`config.mk`:
```
export PLATFORM = sky130hd
export DESIGN_NAME = column_to_span_converter
export DESIGN_NICKNAME = d
export VERILOG_FILES = /design/src/rtl/c2s_pkg.sv /design/src/rtl/c2s_ctrl.sv /design/src/rtl/c2s_datapath.sv /design/src/rtl/column_to_span_converter.sv
export SDC_FILE = /design/constraint.sdc
export NUM_CORES = 1
export LEC_CHECK = 0
export ABC_AREA = 0
export BUFFER_PORTS_ARGS = -buffer_cell sky130_fd_sc_hd__buf_2
export CORE_UTILIZATION = 40
export CTS_BUF_LIST = sky130_fd_sc_hd__clkbuf_16
export DETAILED_ROUTE_END_ITERATION = 16
export PLACE_DENSITY = 0.6
export SLEW_MARGIN = 20
export SYNTH_ARGS = -nofsm -noshare
export SYNTH_HDL_FRONTEND = slang
export SYNTH_SLANG_ARGS = --single-unit
```
`constraint.sdc`:
```
create_clock -name clk -period 9.1 [get_ports clk]
set_input_delay 0 -clock clk [delete_from_list [all_inputs] [get_ports clk]]
set_output_delay 0 -clock clk [all_outputs]
set_load 0.01 [all_outputs]
```
`src/rtl/c2s_pkg.sv`:
```
// shared types and constants for the column to span converter
package c2s_pkg;

  // row bound with room for the empty marker and for one below row zero
  typedef logic signed [9:0] bound_t;

  localparam bound_t EMPTY_TOP = 10'sd255;

  typedef struct packed {
    logic load;
    logic setup;
    logic run;
  } cmd_t;

  typedef struct packed {
    logic busy;
  } sts_t;

endpackage

```
`src/rtl/c2s_ctrl.sv`:
```
// sequencer for the column to span converter
module c2s_ctrl (
  input  logic          clk,
  input  logic          rst,
  input  logic          in_valid,
  output logic          in_stall,
  input  c2s_pkg::sts_t sts,
  output c2s_pkg::cmd_t cmd
);

  typedef enum logic [1:0] {
    IDLE,
    SETUP,
    RUN
  } state_t;

  state_t state;
  state_t state_next;
  logic   accept;

  assign in_stall = !(state == IDLE || (state == RUN && !sts.busy));
  assign accept   = in_valid && !in_stall;

  assign cmd.load  = accept;
  assign cmd.setup = (state == SETUP);
  assign cmd.run   = (state == RUN);

  always_comb begin
    state_next = state;
    case (state)
      IDLE: begin
        if (accept) begin
          state_next = SETUP;
        end
      end
      SETUP: begin
        state_next = RUN;
      end
      RUN: begin
        if (!sts.busy) begin
          state_next = accept ? SETUP : IDLE;
        end
      end
      default: begin
        state_next = IDLE;
      end
    endcase
  end

  always_ff @(posedge clk) begin
    if (rst) begin
      state <= IDLE;
    end else begin
      state <= state_next;
    end
  end

endmodule

```
`src/rtl/c2s_datapath.sv`:
```
// row ranges, start column memory and span output register
module c2s_datapath #(
  parameter int ROWS = 64
) (
  input  logic          clk,
  input  logic          rst,
  input  c2s_pkg::cmd_t cmd,
  output c2s_pkg::sts_t sts,
  input  logic [9:0]    column,
  input  logic [5:0]    first_row,
  input  logic [5:0]    last_row,
  input  logic          plane_start,
  output logic          out_valid,
  input  logic          out_stall,
  output logic [5:0]    span_row,
  output logic [9:0]    span_start,
  output logic [8:0]    span_end,
  output logic          span_last
);

  localparam int ROW_AW = (ROWS > 1) ? $clog2(ROWS) : 1;
  localparam logic [8:0] ROW_LIMIT = 9'(ROWS);

  logic [9:0] mem [ROWS];

  // per column
  logic [9:0]      col_q;
  logic [8:0]      end_q;
  c2s_pkg::bound_t t1;
  c2s_pkg::bound_t b1;
  c2s_pkg::bound_t t2;
  c2s_pkg::bound_t b2;

  // previous column
  logic [5:0] prev_first;
  logic [5:0] prev_last;
  logic       prev_empty;

  // close and open cursors
  logic [5:0] tc_row;
  logic [6:0] tc_cnt;
  logic [5:0] bc_row;
  logic [6:0] bc_cnt;
  logic [5:0] ot_row;
  logic [6:0] ot_cnt;
  logic [5:0] ob_row;
  logic [6:0] ob_cnt;

  logic            cur_empty;
  c2s_pkg::bound_t t1p;
  c2s_pkg::bound_t b1p;
  c2s_pkg::bound_t t2p;
  c2s_pkg::bound_t b2p;
  c2s_pkg::bound_t tc_diff;
  c2s_pkg::bound_t bc_diff;
  c2s_pkg::bound_t ot_diff;
  c2s_pkg::bound_t ob_diff;

  logic       out_free;
  logic       emit_en;
  logic       use_top;
  logic [5:0] emit_row;
  logic       emit_last;
  logic       wr_en;
  logic       wr_top;
  logic [5:0] wr_row;

  assign cur_empty = first_row > last_row;

  always_comb begin
    if (t1 < t2 && t1 <= b1) begin
      t1p = (t2 < b1 + 10'sd1) ? t2 : b1 + 10'sd1;
    end else begin
      t1p = t1;
    end
    if (b1 > b2 && b1 >= t1p) begin
      b1p = (b2 > t1p - 10'sd1) ? b2 : t1p - 10'sd1;
    end else begin
      b1p = b1;
    end
    if (t2 < t1p && t2 <= b2) begin
      t2p = (t1p < b2 + 10'sd1) ? t1p : b2 + 10'sd1;
    end else begin
      t2p = t2;
    end
    if (b2 > b1p && b2 >= t2p) begin
      b2p = (b1p > t2p - 10'sd1) ? b1p : t2p - 10'sd1;
    end else begin
      b2p = b2;
    end
    tc_diff = t1p - t1;
    bc_diff = b1 - b1p;
    ot_diff = t2p - t2;
    ob_diff = b2 - b2p;
  end

  assign sts.busy = (tc_cnt != 7'd0) || (bc_cnt != 7'd0) ||
                    (ot_cnt != 7'd0) || (ob_cnt != 7'd0);

  assign out_free  = !out_valid || !out_stall;
  assign use_top   = (tc_cnt != 7'd0);
  assign emit_en   = cmd.run && (use_top || bc_cnt != 7'd0) && out_free;
  assign emit_row  = use_top ? tc_row : bc_row;
  assign emit_last = use_top ? (tc_cnt == 7'd1 && bc_cnt == 7'd0) : (bc_cnt == 7'd1);

  assign wr_top = (ot_cnt != 7'd0);
  assign wr_en  = cmd.run && (wr_top || ob_cnt != 7'd0);
  assign wr_row = wr_top ? ot_row : ob_row;

  always_ff @(posedge clk) begin
    if (cmd.load) begin
      col_q <= column;
      end_q <= 9'(column - 10'd1);
      if (plane_start || prev_empty) begin
        t1 <= c2s_pkg::EMPTY_TOP;
        b1 <= '0;
      end else begin
        t1 <= c2s_pkg::bound_t'({4'd0, prev_first});
        b1 <= c2s_pkg::bound_t'({4'd0, prev_last});
      end
      if (cur_empty) begin
        t2 <= c2s_pkg::EMPTY_TOP;
        b2 <= '0;
      end else begin
        t2 <= c2s_pkg::bound_t'({4'd0, first_row});
        b2 <= c2s_pkg::bound_t'({4'd0, last_row});
      end
    end
  end

  always_ff @(posedge clk) begin
    if (rst) begin
      prev_first <= '0;
      prev_last  <= '0;
      prev_empty <= 1'b1;
    end else if (cmd.load) begin
      prev_first <= first_row;
      prev_last  <= last_row;
      prev_empty <= cur_empty;
    end
  end

  always_ff @(posedge clk) begin
    if (rst) begin
      tc_cnt <= '0;
      bc_cnt <= '0;
      ot_cnt <= '0;
      ob_cnt <= '0;
    end else if (cmd.setup) begin
      tc_row <= t1[5:0];
      tc_cnt <= tc_diff[6:0];
      bc_row <= b1[5:0];
      bc_cnt <= bc_diff[6:0];
      ot_row <= t2[5:0];
      ot_cnt <= ot_diff[6:0];
      ob_row <= b2[5:0];
      ob_cnt <= ob_diff[6:0];
    end else begin
      if (emit_en) begin
        if (use_top) begin
          tc_row <= tc_row + 6'd1;
          tc_cnt <= tc_cnt - 7'd1;
        end else begin
          bc_row <= bc_row - 6'd1;
          bc_cnt <= bc_cnt - 7'd1;
        end
      end
      if (wr_en) begin
        if (wr_top) begin
          ot_row <= ot_row + 6'd1;
          ot_cnt <= ot_cnt - 7'd1;
        end else begin
          ob_row <= ob_row - 6'd1;
          ob_cnt <= ob_cnt - 7'd1;
        end
      end
    end
  end

  // start column write port
  always_ff @(posedge clk) begin
    if (wr_en && {3'd0, wr_row} < ROW_LIMIT) begin
      mem[ROW_AW'(wr_row)] <= col_q;
    end
  end

  // span word register, start column read straight into it
  always_ff @(posedge clk) begin
    if (emit_en) begin
      span_row  <= emit_row;
      span_end  <= end_q;
      span_last <= emit_last;
      if ({3'd0, emit_row} < ROW_LIMIT) begin
        span_start <= mem[ROW_AW'(emit_row)];
      end else begin
        span_start <= '0;
      end
    end
  end

  always_ff @(posedge clk) begin
    if (rst) begin
      out_valid <= 1'b0;
    end else if (emit_en) begin
      out_valid <= 1'b1;
    end else if (!out_stall) begin
      out_valid <= 1'b0;
    end
  end

endmodule

```
`src/rtl/column_to_span_converter.sv`:
```
// top level of the column to span converter
//
// input channel (in_valid, in_stall): one word per screen column, holding
// column, first_row, last_row and plane_start; first_row above last_row is
// an empty column, plane_start treats the previous column as empty.
// output channel (out_valid, out_stall): one word per closed row, holding
// span_row, span_start, span_end and span_last; span_last marks the final
// span of a column. the host ends a region with one empty column.
// a column is latched, then its row ranges are worked out; then one closed
// row is read from the start column memory per cycle while the output is
// not held by out_stall, and one opened row is written per cycle. the
// first span passes the column latch, the cursor registers and the span
// word register. when out_stall is high with a span waiting, the span word
// holds and the close sequence waits; the next column is taken as soon as
// the last span sits in the output register and every opened row is
// written. reset empties the output register, marks the previous column
// empty and leaves the start column memory as is.
module column_to_span_converter #(
  parameter int ROWS = 64
) (
  input  logic       clk,
  input  logic       rst,
  input  logic       in_valid,
  output logic       in_stall,
  input  logic [9:0] column,
  input  logic [5:0] first_row,
  input  logic [5:0] last_row,
  input  logic       plane_start,
  output logic       out_valid,
  input  logic       out_stall,
  output logic [5:0] span_row,
  output logic [9:0] span_start,
  output logic [8:0] span_end,
  output logic       span_last
);

  c2s_pkg::cmd_t cmd;
  c2s_pkg::sts_t sts;

  c2s_ctrl u_ctrl (
    .clk      (clk),
    .rst      (rst),
    .in_valid (in_valid),
    .in_stall (in_stall),
    .sts      (sts),
    .cmd      (cmd)
  );

  c2s_datapath #(
    .ROWS (ROWS)
  ) u_datapath (
    .clk         (clk),
    .rst         (rst),
    .cmd         (cmd),
    .sts         (sts),
    .column      (column),
    .first_row   (first_row),
    .last_row    (last_row),
    .plane_start (plane_start),
    .out_valid   (out_valid),
    .out_stall   (out_stall),
    .span_row    (span_row),
    .span_start  (span_start),
    .span_end    (span_end),
    .span_last   (span_last)
  );

endmodule
```
After elaboration in Yosys (flattened, before gate mapping)
Memory sizes are Yosys's and may differ from the RTL's. A register that Yosys moved wholly into a read port is not among the register bits.
Cells that the tools add are included.

word-level totals
  register bits after elaboration = 131
  bits in writable memories = 640
  bits of input ports = 27
  output and inout port bits = 28
  word-level logic and storage cells = 150
  memories kept = 1

memory list
  name            words  width  rd ports  clocked after Yosys merged registers in  wr ports  line                source
  u_datapath.mem  64     10     1         1                                        1         c2s_datapath.sv:24  logic [9:0] mem [ROWS];

operators by class
  add/subtract/negate cells = 17
  order comparisons = 13
  eq/ne operators = 9
  muxes and demuxes = 45
  bitwise gates (word level) = 1
  reduce and logical (&&, ||, !) cells = 40

operator list
  cell                                                                   count
  7-bit 2-to-1 mux                                                       14
  6-bit 2-to-1 mux                                                       14
  10-bit 2-to-1 mux                                                      5
  7-bit nonzero test                                                     4
  7-bit by 1-bit subtractor with 7-bit output, second input constant     4
  7-bit subtractor                                                       4
  8-bit 2-to-1 mux                                                       3
  7-bit by 10-bit >= comparator with 1-bit output                        2
  7-bit by 10-bit > comparator with 1-bit output                         2
  10-bit by 2-bit subtractor with 10-bit output, second input constant   2
  8-bit by 6-bit less-or-equal comparator with 1-bit output              2
  6-bit by 1-bit adder with 7-bit output, second input constant          2
  7-bit by 1-bit equality test with 1-bit output, second input constant  2
  6-bit by 1-bit adder with 6-bit output, second input constant          2
  6-bit > comparator                                                     2
  3-bit AND reduction                                                    4
  6-bit by 1-bit subtractor with 6-bit output, second input constant     2
  10-bit > comparator                                                    1
  1-bit logical AND                                                      10
  10-bit less-than comparator                                            1
  9-bit by 10-bit less-than comparator with 1-bit output                 1
  2-bit AND reduction                                                    5
  9-bit by 1-bit subtractor with 9-bit output, second input constant     1
  8-bit by 7-bit less-than comparator with 1-bit output                  1
  14 further kinds                                                       35

Depth between registers and ports, before layout
Gate-level depths: netlist of the first run.

  depth in word-level cells = 13
  depth in mapped cells = 50
  depth with buffers taken out = 48

Cells and area by module
A second synthesis of the first run with hierarchy kept.

second synthesis, totals
  cell total of the unflattened synthesis = 3094
  area, all modules = 35706.7 µm²

by module, submodules not included
  module        instances  cells an instance  area each (µm²)  seq. area each (µm²)
  c2s_datapath  1          3081               35574.1          22912.0
  c2s_ctrl      1          13                 132.6            40.0

Least setup slack after synthesis of the first run
OpenSTA, ideal clock, no wires.

  path kind = flip-flop to flip-flop
  start point = register u_datapath.b1[1]
  end point = register u_datapath.ob_cnt[6]
  setup time = 0.145 ns
  arrival = 9.421 ns
  data required time = 8.955 ns
  path slack = -0.465 ns
  stages on the path, launching flop included = 50
  buffers on the path = 1
  period minus slack after synthesis = 9.565 ns
  cells stage by stage = edfxtp_1 ha_1 nand3_1 xnor2_1 inv_1 ha_1 o21a_1 nor3_1 or4_4 o211a_1 buf_6 nor2_1 a21oi_1 o21ai_0 inv_1 ha_1 ha_1 nor2b_1 (+14 left out) o21ai_0 nand2b_1 a21oi_1 o21ai_0 a211o_1 a31oi_2 mux2_2 o21ai_1 ha_1 inv_1 fa_1 a21o_1 a21oi_1 nor2b_1 o21ai_0 nand2_1 nand4bb_1 o311ai_0

on the way
  cells in the longest elaborated chain, start to end = 13
  elaborated cells on any way between the ends = 27
  those cells by class = 4 x add/sub; 10 x order compare; 9 x mux; 4 x reduce/logical

RTL lines
  item                                                                                          line                                    source
  start, declared                                                                               c2s_datapath.sv:30                      c2s_pkg::bound_t b1;
  start signal, assigned                                                                        c2s_datapath.sv:119                     b1 <= c2s_pkg::bound_t'({4'd0, prev_last});
  6-bit by 1-bit adder with 7-bit output                                                        c2s_datapath.sv:72                      t1p = (t2 < b1 + 10'sd1) ? t2 : b1 + 10'sd1;
  8-bit by 7-bit less-than comparator with 1-bit output                                         c2s_datapath.sv:72
  8-bit 2-to-1 mux                                                                              c2s_datapath.sv:72
  10-bit 2-to-1 mux                                                                             c2s_datapath.sv:71                      if (t1 < t2 && t1 <= b1) begin
  10-bit by 2-bit subtractor with 10-bit output (tied with other cells)                         c2s_datapath.sv:77                      b1p = (b2 > t1p - 10'sd1) ? b2 : t1p - 10'sd1;
  7-bit by 10-bit > comparator with 1-bit output (tied with other cells)                        c2s_datapath.sv:77
  10-bit 2-to-1 mux, on equally long branches                                                   c2s_datapath.sv:77, c2s_datapath.sv:81
  10-bit 2-to-1 mux / 10-bit by 2-bit subtractor with 10-bit output (equally long branches)     c2s_datapath.sv:76, c2s_datapath.sv:87
  10-bit > comparator / 7-bit by 10-bit > comparator with 1-bit output (equally long branches)  c2s_datapath.sv:87, c2s_datapath.sv:86
  7-bit 2-to-1 mux / 1-bit logical AND (equally long branches)                                  c2s_datapath.sv:87, c2s_datapath.sv:86
  7-bit 2-to-1 mux (*)                                                                          c2s_datapath.sv:86                      if (b2 > b1p && b2 >= t2p) begin
  7-bit subtractor (*)                                                                          c2s_datapath.sv:94                      ob_diff = b2 - b2p;
  7-bit 2-to-1 mux (*)                                                                          c2s_datapath.sv:149                     end else if (cmd.setup) begin
  end signal, assigned                                                                          c2s_datapath.sv:157                     ob_cnt <= ob_diff[6:0];
  end signal, assigned                                                                          c2s_datapath.sv:174                     ob_cnt <= ob_cnt - 7'd1;
  end, declared                                                                                 c2s_datapath.sv:47                      logic [6:0] ob_cnt;

Mark *: on every way between the ends. The rest lies on a longest branch, timed or not.
A chain may end at the register's enable or synchronous reset.

Final worst setup path of the first run
  start point = register u_datapath.b1[1]
  end point = register u_datapath.ob_cnt[5]

Same word-level chain as after synthesis.

==> metrics.txt, run 1 <==
# TYPE chip_impl_metric gauge
chip_impl_metric{name="detailroute.via_count",unit=""} 24200
chip_impl_metric{name="post_synth.cell_area_avg",unit="um^2"} 11.5
chip_impl_metric{name="core_region_area",unit="um^2"} 88400
chip_impl_info{name="result_of_the_run",value="finished clean"} 1
chip_impl_metric{name="cts_buffer_count",unit=""} 82
chip_impl_metric{name="areaGrowthSynthToFinish",unit="%"} 13.8
chip_impl_metric{name="setup_ws",unit="ns"} 0.437
chip_impl_metric{name="netlist.area_leader.share",unit="%"} 61.9
chip_impl_info{name="mostFrequentLayoutCell",value="nand2_1"} 1
chip_impl_metric{name="gp_routability_congestion",unit=""} 0.896
chip_impl_metric{name="clkLatencyLatePin",unit="ns"} 0.66
chip_impl_metric{name="grt_first_pass_wirelength",unit="mm"} 142
chip_impl_metric{name="port_buffers",unit=""} 54
chip_impl_metric{name="finish.net_count",unit=""} 3331
chip_impl_metric{name="finClkSkew",unit="ns"} 0.0371
chip_impl_metric{name="initialDrtViolationCount",unit=""} 2064
chip_impl_metric{name="timing.final.setup_violations",unit=""} 0
chip_impl_metric{name="drt_wl_total",unit="mm"} 93.1
chip_impl_metric{name="first_global_vias",unit=""} 23300
chip_impl_metric{name="cell_area_after_layout",unit="um^2"} 40600
chip_impl_metric{name="num_rows",unit=""} 109
chip_impl_metric{name="layout-drive-gt1-share",unit="%"} 9.97
chip_impl_metric{name="antenna-diode-count",unit=""} 0
chip_impl_metric{name="numClockSinks",unit=""} 779
chip_impl_metric{name="routed_via_density",unit=""} 5.47
chip_impl_metric{name="timing.final.crit_period",unit="ns"} 8.66
chip_impl_metric{name="maxSlewHeadroom",unit="%"} 25.8
chip_impl_metric{name="die_w",unit="um"} 301
chip_impl_metric{name="synthesis.instances",unit=""} 3097
chip_impl_metric{name="clockBufferDepth",unit=""} 3
chip_impl_info{name="layout.cells.most_common_list",value="nand2_1 (756), edfxtp_1 (735), nand3_1 (346)"} 1
chip_impl_metric{name="initial_core_util",unit="%"} 40.4
chip_impl_metric{name="synthDistinctLibCells",unit=""} 87
chip_impl_metric{name="async_flop_share",unit="%"} 0
chip_impl_metric{name="drv_cap",unit=""} 0
chip_impl_info{name="tritoncts",value="built"} 1
chip_impl_metric{name="post-route-period-util",unit="%"} 95.2
chip_impl_metric{name="ant_nets",unit=""} 0
chip_impl_info{name="cp-end-kind",value="flip-flop"} 1
chip_impl_metric{name="synth-edff-count",unit=""} 735
chip_impl_metric{name="timing.critical_path.slowest_cell_delay",unit="ns"} 0.46
chip_impl_metric{name="tritonroute_pass_1_iters",unit=""} 6
chip_impl_info{name="yosys_most_used_dff",value="edfxtp_1"} 1
chip_impl_metric{name="maxSlewViolCount",unit=""} 0
chip_impl_metric{name="groute.usage.overall",unit="%"} 20.5
chip_impl_metric{name="synth-seq-cells",unit=""} 779
chip_impl_metric{name="dpl_worst_slack",unit="ns"} 0.102
chip_impl_metric{name="ys_warn_count",unit=""} 0
chip_impl_metric{name="drcViolationCount",unit=""} 0
chip_impl_metric{name="grt_antenna_before_repair",unit=""} 0
chip_impl_metric{name="dieHeight",unit="um"} 301
chip_impl_metric{name="critPathMaxFanout",unit=""} 8
chip_impl_metric{name="gr-total-overflow",unit=""} 0
chip_impl_metric{name="dp.final_hpwl",unit="mm"} 55.3
chip_impl_info{name="critical-path-slowest-cell",value="or4_4"} 1
chip_impl_metric{name="route.detailed.wl_per_inst",unit="um"} 21.1
chip_impl_metric{name="hold_violations",unit=""} 0
chip_impl_metric{name="synth-seq-area-share",unit="%"} 64.4
chip_impl_info{name="critPathKind",value="flip-flop to flip-flop"} 1
chip_impl_metric{name="fmaxAchievable",unit="MHz"} 115
chip_impl_metric{name="cp_data_arrival_time",unit="ns"} 9.22
chip_impl_metric{name="netlist_area",unit="um^2"} 35700
chip_impl_metric{name="tightest_slew",unit="ns"} 1.11
chip_impl_info{name="synth.top_cells.by_area",value="edfxtp_1 (62%), nand2_1 (8.0%), nand3_1 (4.9%), ha_1 (4.0%), a311oi_1 (2.7%)"} 1
chip_impl_metric{name="cp.required",unit="ns"} 9.66
chip_impl_info{name="synth_largest_area_cell",value="edfxtp_1"} 1
chip_impl_metric{name="fp.dieArea",unit="um^2"} 90400
chip_impl_metric{name="placed_area",unit="um^2"} 37500
chip_impl_metric{name="clkSlewWorstSetupHoldPaths",unit="ns"} 0.06
chip_impl_info{name="clockRootBuffer",value="clkbuf_16"} 1
chip_impl_metric{name="cts.htree.levels",unit=""} 3
chip_impl_info{name="type_of_the_most_critical_hold_path",value="input pin to flip-flop"} 1
chip_impl_info{name="startpoint_type",value="flip-flop"} 1
chip_impl_metric{name="grt_max_degree",unit=""} 171
chip_impl_metric{name="ioPinCount",unit=""} 55
logic make-up after synthesis:
group                    Yosys count  share of synthesized area (%)
XOR/XNOR                          76                           1.87
buffers and inverters            262                           2.85
adder cells (fa/ha/maj)          118                           4.22
AO/OA/AOI/OAI                    386                           7.85
multiplexers                      36                           1.04
flip-flops                       779                           64.4
AND/OR/NAND/NOR                 1439                           17.8
other                              1                         0.0105
metrics by stage:
stage | hold slack (ns) | utilization, % | setup TNS (ns) | cells
3_3_place_gp | 0.187 | 42.4 | 0 | 4218
3_5_place_dp | 0.187 | 42.4 | 0 | 4218
5_1_grt | 0.0738 | 45.9 | -0.212 | 4416
6_report | 0.0833 | 45.9 | 0 | 4416
2_1_floorplan | 0.0989 | - | 0 | 3098
4_1_cts | 0.0430 | 45.8 | 0 | 4406
cells in the mapped netlist (all sizes together) (37+ instances only):
library cell  count
xor2             37
clkbuf          158
nand3           348
a311oi          110
ha              114
a21oi            92
nor2            145
inv              85
nand2           756
dfxtp            44
o21ai            56
xnor2            39
edfxtp          735
and3             44
worst max-delay path, delay by kind of cell, from the launching register on:
family	cells	cell delay, ns
buffers and inverters	4	0.48
XOR/XNOR	2	0.32
AND/OR/NAND/NOR	8	1.13
multiplexers	2	0.33
flip-flops	1	0.35
AO/OA/AOI/OAI	24	4.22
adder cells (fa/ha/maj)	6	1.73
sequential cells by signal, summed over array words and instances (netlist names), 7 cells and up:
register	count
u_datapath.bc_cnt	7
u_datapath.col_q	10
u_datapath.tc_cnt	7
u_datapath.span_start	10
u_datapath.ot_cnt	7
u_datapath.t2	7
u_datapath.mem	640
u_datapath.ob_cnt	7
u_datapath.end_q	9
u_datapath.span_end	9
u_datapath.t1	7
path summary, 6_finish.rpt:
check                                         start                      to  slack, ns  depth (start not counted)
worst max-delay path               u_datapath.b1[1]    u_datapath.ob_cnt[5]       0.44                         46
worst min-delay path                      column[9]     u_datapath.col_q[9]       0.08                          2
worst max register to register     u_datapath.b1[1]    u_datapath.ob_cnt[5]       0.44                         46
worst min register to register  u_datapath.end_q[7]  u_datapath.span_end[7]       0.42                          0
cell type report:
| class | instances | area [um^2] |
|---|---|---|
| clock buffers | 83 | 2080 |
| clock inverters | 66 | 510 |
| fillers | 8090 | 47800 |
| inverters | 88 | 342 |
| multi-input cells | 2057 | 11900 |
| flip-flops and latches | 779 | 23000 |
| well taps | 1165 | 1460 |
| repair buffers | 178 | 1350 |
metal layers:
| layer | routed length (um) | track usage, % | vias up |
|---|---|---|---|
| met5 | 0 | 0 | - |
| met3 | 5390 | 2.90 | 141 |
| met4 | 2460 | 6.14 | 0 |
| met1 | 40300 | 27.8 | 11800 |
| li1 | - | - | 11500 |
| met2 | 45000 | 34.2 | 707 |
what timing repair did:
item | in CTS | in global routing
endpoints found under the setup margin | 0 | 5
hold buffers | 39 | 0
hold endpoints to repair | 71 | 0
setup buffers | 0 | 10
gates resized for setup | 0 | 15
Power of run 1 is not shown: default switching activity piles up to over one toggle a cycle in this logic, so the estimate is an artifact.
==> run 2: changes to the inputs <==
--- a/config.mk
+++ b/config.mk
@@ -10,6 +10,7 @@
 export CORE_UTILIZATION = 40
 export CTS_BUF_LIST = sky130_fd_sc_hd__clkbuf_16
 export DETAILED_ROUTE_END_ITERATION = 16
+export MAX_ROUTING_LAYER = met4
 export PLACE_DENSITY = 0.6
 export SLEW_MARGIN = 20
 export SYNTH_ARGS = -nofsm -noshare
==> run 2 against run 1 <==
  * Setup slack improved by 0.12 ns
  * Die area did not move
  * First-iteration DRC count fell by 5.4%
  * Critical path depth fell by 4
  * Core utilization rose by 0.18 points
  * Cell count did not move
  * Non-clock buffer count fell by 3
  * Sequential share of layout area fell by 0.22 points
  * Via count rose by 0.22%
  * Register-to-register slack improved by 0.12 ns
==> metrics.txt, run 2 (synthesized netlist as in run 1, its figures left out) <==
# TYPE chip_impl_metric gauge
chip_impl_info{name="result_of_the_run",value="finished clean"} 1
chip_impl_metric{name="setup_total_negative_slack",unit="ns"} 0
chip_impl_metric{name="setup.reg_to_reg.worst_slack",unit="ns"} 0.56
chip_impl_metric{name="initialDrtViolationCount",unit=""} 1952
chip_impl_info{name="critPathKind",value="flip-flop to flip-flop"} 1
chip_impl_metric{name="tightest_slew",unit="ns"} 1.14
chip_impl_metric{name="cp.required",unit="ns"} 9.56
chip_impl_metric{name="core_region_area",unit="um^2"} 88400
chip_impl_metric{name="drcViolationCount",unit=""} 0
chip_impl_metric{name="post-route-period-util",unit="%"} 93.8
chip_impl_metric{name="num_rows",unit=""} 109
chip_impl_info{name="cp-end-kind",value="flip-flop"} 1
chip_impl_metric{name="fp.dieArea",unit="um^2"} 90400
chip_impl_info{name="layout.cells.most_common_list",value="nand2_1 (756), edfxtp_1 (735), nand3_1 (346)"} 1
chip_impl_info{name="timing.critical_path.to",value="u_datapath.ob_cnt[6]"} 1
chip_impl_info{name="startpoint_type",value="flip-flop"} 1
chip_impl_metric{name="dieHeight",unit="um"} 301
chip_impl_metric{name="ioPinCount",unit=""} 55
chip_impl_info{name="tritoncts",value="built"} 1
chip_impl_metric{name="tritonroute_pass_1_iters",unit=""} 5
chip_impl_info{name="critical_path.startpoint",value="u_datapath.b1[0]"} 1
chip_impl_metric{name="routed_via_density",unit=""} 5.48
chip_impl_info{name="regMostFlops",value="u_datapath.mem"} 1
chip_impl_metric{name="timing.final.crit_period",unit="ns"} 8.54
chip_impl_metric{name="cp.depth",unit=""} 42
chip_impl_metric{name="n_fill_cell",unit=""} 8085
chip_impl_metric{name="route.detailed.wl_per_inst",unit="um"} 21.2
chip_impl_metric{name="groute.usage.overall",unit="%"} 21.1
chip_impl_metric{name="dp.final_hpwl",unit="mm"} 55.4
chip_impl_info{name="type_of_the_most_critical_hold_path",value="input pin to flip-flop"} 1
chip_impl_info{name="timing.critical_path.mode_cell",value="ha_1"} 1
chip_impl_metric{name="initial_core_util",unit="%"} 40.4
chip_impl_metric{name="cp_data_arrival_time",unit="ns"} 9.00
chip_impl_metric{name="clockBufferDepth",unit=""} 3
chip_impl_metric{name="port_buffers",unit=""} 54
chip_impl_metric{name="fin_hold_ws",unit="ns"} 0.0788
chip_impl_info{name="timing.hold.worst.start",value="column[9]"} 1
chip_impl_metric{name="cts_buffer_count",unit=""} 84
chip_impl_metric{name="layout-drive-gt1-share",unit="%"} 10.1
chip_impl_metric{name="drv_cap",unit=""} 0
chip_impl_info{name="cp_top_family",value="compound AO/OA/AOI/OAI gates"} 1
chip_impl_metric{name="drt_wl_total",unit="mm"} 93.7
chip_impl_metric{name="die_w",unit="um"} 301
chip_impl_metric{name="detailroute.via_count",unit=""} 24200
chip_impl_info{name="critical-path-slowest-cell",value="or4_4"} 1
chip_impl_metric{name="crit_buf_inv",unit=""} 3
chip_impl_metric{name="critPathMaxFanout",unit=""} 9
chip_impl_info{name="r2r_end",value="u_datapath.ob_cnt[6]"} 1
chip_impl_info{name="mostFrequentLayoutCell",value="nand2_1"} 1
chip_impl_info{name="clockRootBuffer",value="clkbuf_16"} 1
chip_impl_metric{name="fmaxAchievable",unit="MHz"} 117
chip_impl_info{name="critical_path.reg2reg.startpoint",value="u_datapath.b1[0]"} 1
chip_impl_metric{name="hold_violations",unit=""} 0
chip_impl_metric{name="grt_first_pass_wirelength",unit="mm"} 141
chip_impl_metric{name="cts.htree.levels",unit=""} 3
chip_impl_metric{name="gp_routability_congestion",unit=""} 0.924
chip_impl_metric{name="reg2reg_depth",unit=""} 42
chip_impl_metric{name="first_global_vias",unit=""} 23300
chip_impl_metric{name="grt_antenna_before_repair",unit=""} 1
chip_impl_metric{name="timing.critical_path.slowest_cell_delay",unit="ns"} 0.45
chip_impl_metric{name="maxSlewViolCount",unit=""} 0
chip_impl_metric{name="clkLatencyLatePin",unit="ns"} 0.66
chip_impl_metric{name="gr-total-overflow",unit=""} 0
chip_impl_metric{name="timing.final.setup_violations",unit=""} 0
chip_impl_metric{name="areaGrowthSynthToFinish",unit="%"} 14.2
chip_impl_metric{name="clkSlewWorstSetupHoldPaths",unit="ns"} 0.06
chip_impl_metric{name="finClkSkew",unit="ns"} 0.0574
chip_impl_metric{name="maxSlewHeadroom",unit="%"} 24.0
chip_impl_info{name="biggestRegsByFlops",value="u_datapath.mem (640), u_datapath.col_q (10), u_datapath.span_start (10)"} 1
chip_impl_metric{name="grt_max_degree",unit=""} 177
chip_impl_metric{name="numClockSinks",unit=""} 779
chip_impl_metric{name="max_ffs_per_register",unit=""} 640
chip_impl_metric{name="finish.net_count",unit=""} 3330
chip_impl_metric{name="ant_nets",unit=""} 0
-- run 2: cell count changes in the layout (fill, tap and decap cells not counted), sizes merged --
cell / before / now
bufinv: 4 / 8
inv: 113 / 109
clkbuf: 83 / 86
buf: 139 / 137
clkinvlp: 3 / 2
diode: 0 / 1
dlygate4sd3: 39 / 38
-- run 2: routing by layer --
| metal | vias up | part of all wire (%) | GRT usage [%] |
|---|---|---|---|
| met2 | 695 | 49 | 34.7 |
| met5 | - | 0 | - |
| li1 | 11500 | - | - |
| met3 | 153 | 4.9 | 2.66 |
| met1 | 11900 | 44 | 27.3 |
| met4 | 0 | 2.8 | 6.54 |
-- run 2: area by class of cell --
| cell class | count | area [um^2] | area share (%) |
|---|---|---|---|
| Inverter | 88 | 343 | 0.841 |
| Clock buffer | 86 | 2150 | 5.28 |
| Antenna cell | 1 | 2.50 | 0.00614 |
| Clock inverter | 65 | 601 | 1.47 |
| Timing Repair Buffer | 175 | 1320 | 3.25 |
| Multi-Input combinational cell | 2057 | 11900 | 29.2 |
| Sequential cell | 779 | 23000 | 56.3 |
| Tap cell | 1165 | 1460 | 3.58 |
-- run 2: how the worst min path moves through the flow --
stage	to	slack (ns)	depth (start not counted)
floorplan	u_datapath.col_q[0]	0.1	0
global placement	u_datapath.col_q[9]	0.19	1
detailed placement	u_datapath.col_q[9]	0.19	1
CTS	u_datapath.col_q[9]	0.05	2
global route	u_datapath.col_q[9]	0.08	2
finish	u_datapath.col_q[9]	0.08	2
-- run 2: through the flow --
stage / util (%) / cell area (um^2) / setup slack (ns) / instances
2_1_floorplan: - / 35700 / 0.0159 / 3098
3_3_place_gp: 42.4 / 37500 / 0.165 / 4219
3_5_place_dp: 42.4 / 37500 / 0.0876 / 4219
4_1_cts: 45.9 / 40600 / 0.0442 / 4408
5_1_grt: 46.1 / 40700 / -0.0112 / 4416
6_report: 46.1 / 40700 / 0.560 / 4416
-- run 2: worst reg2reg max path: cells and delay by family, from the launching register on --
family / cells / cell delay, ns
compound gates: 19 / 3.45
buf+inv: 3 / 0.40
fa+ha+maj: 7 / 1.91
mux: 3 / 0.97
xor+xnor: 1 / 0.12
simple gates: 9 / 1.12
flops: 1 / 0.39
-- run 2: timing repair --
action,4_1_cts,5_1_grt
hold endpoints to repair,72,0
setup endpoints to repair,0,5
gates resized for setup,0,17
hold buffers,38,0
buffers inserted,0,6
Power of run 2 is left out for the same reason.
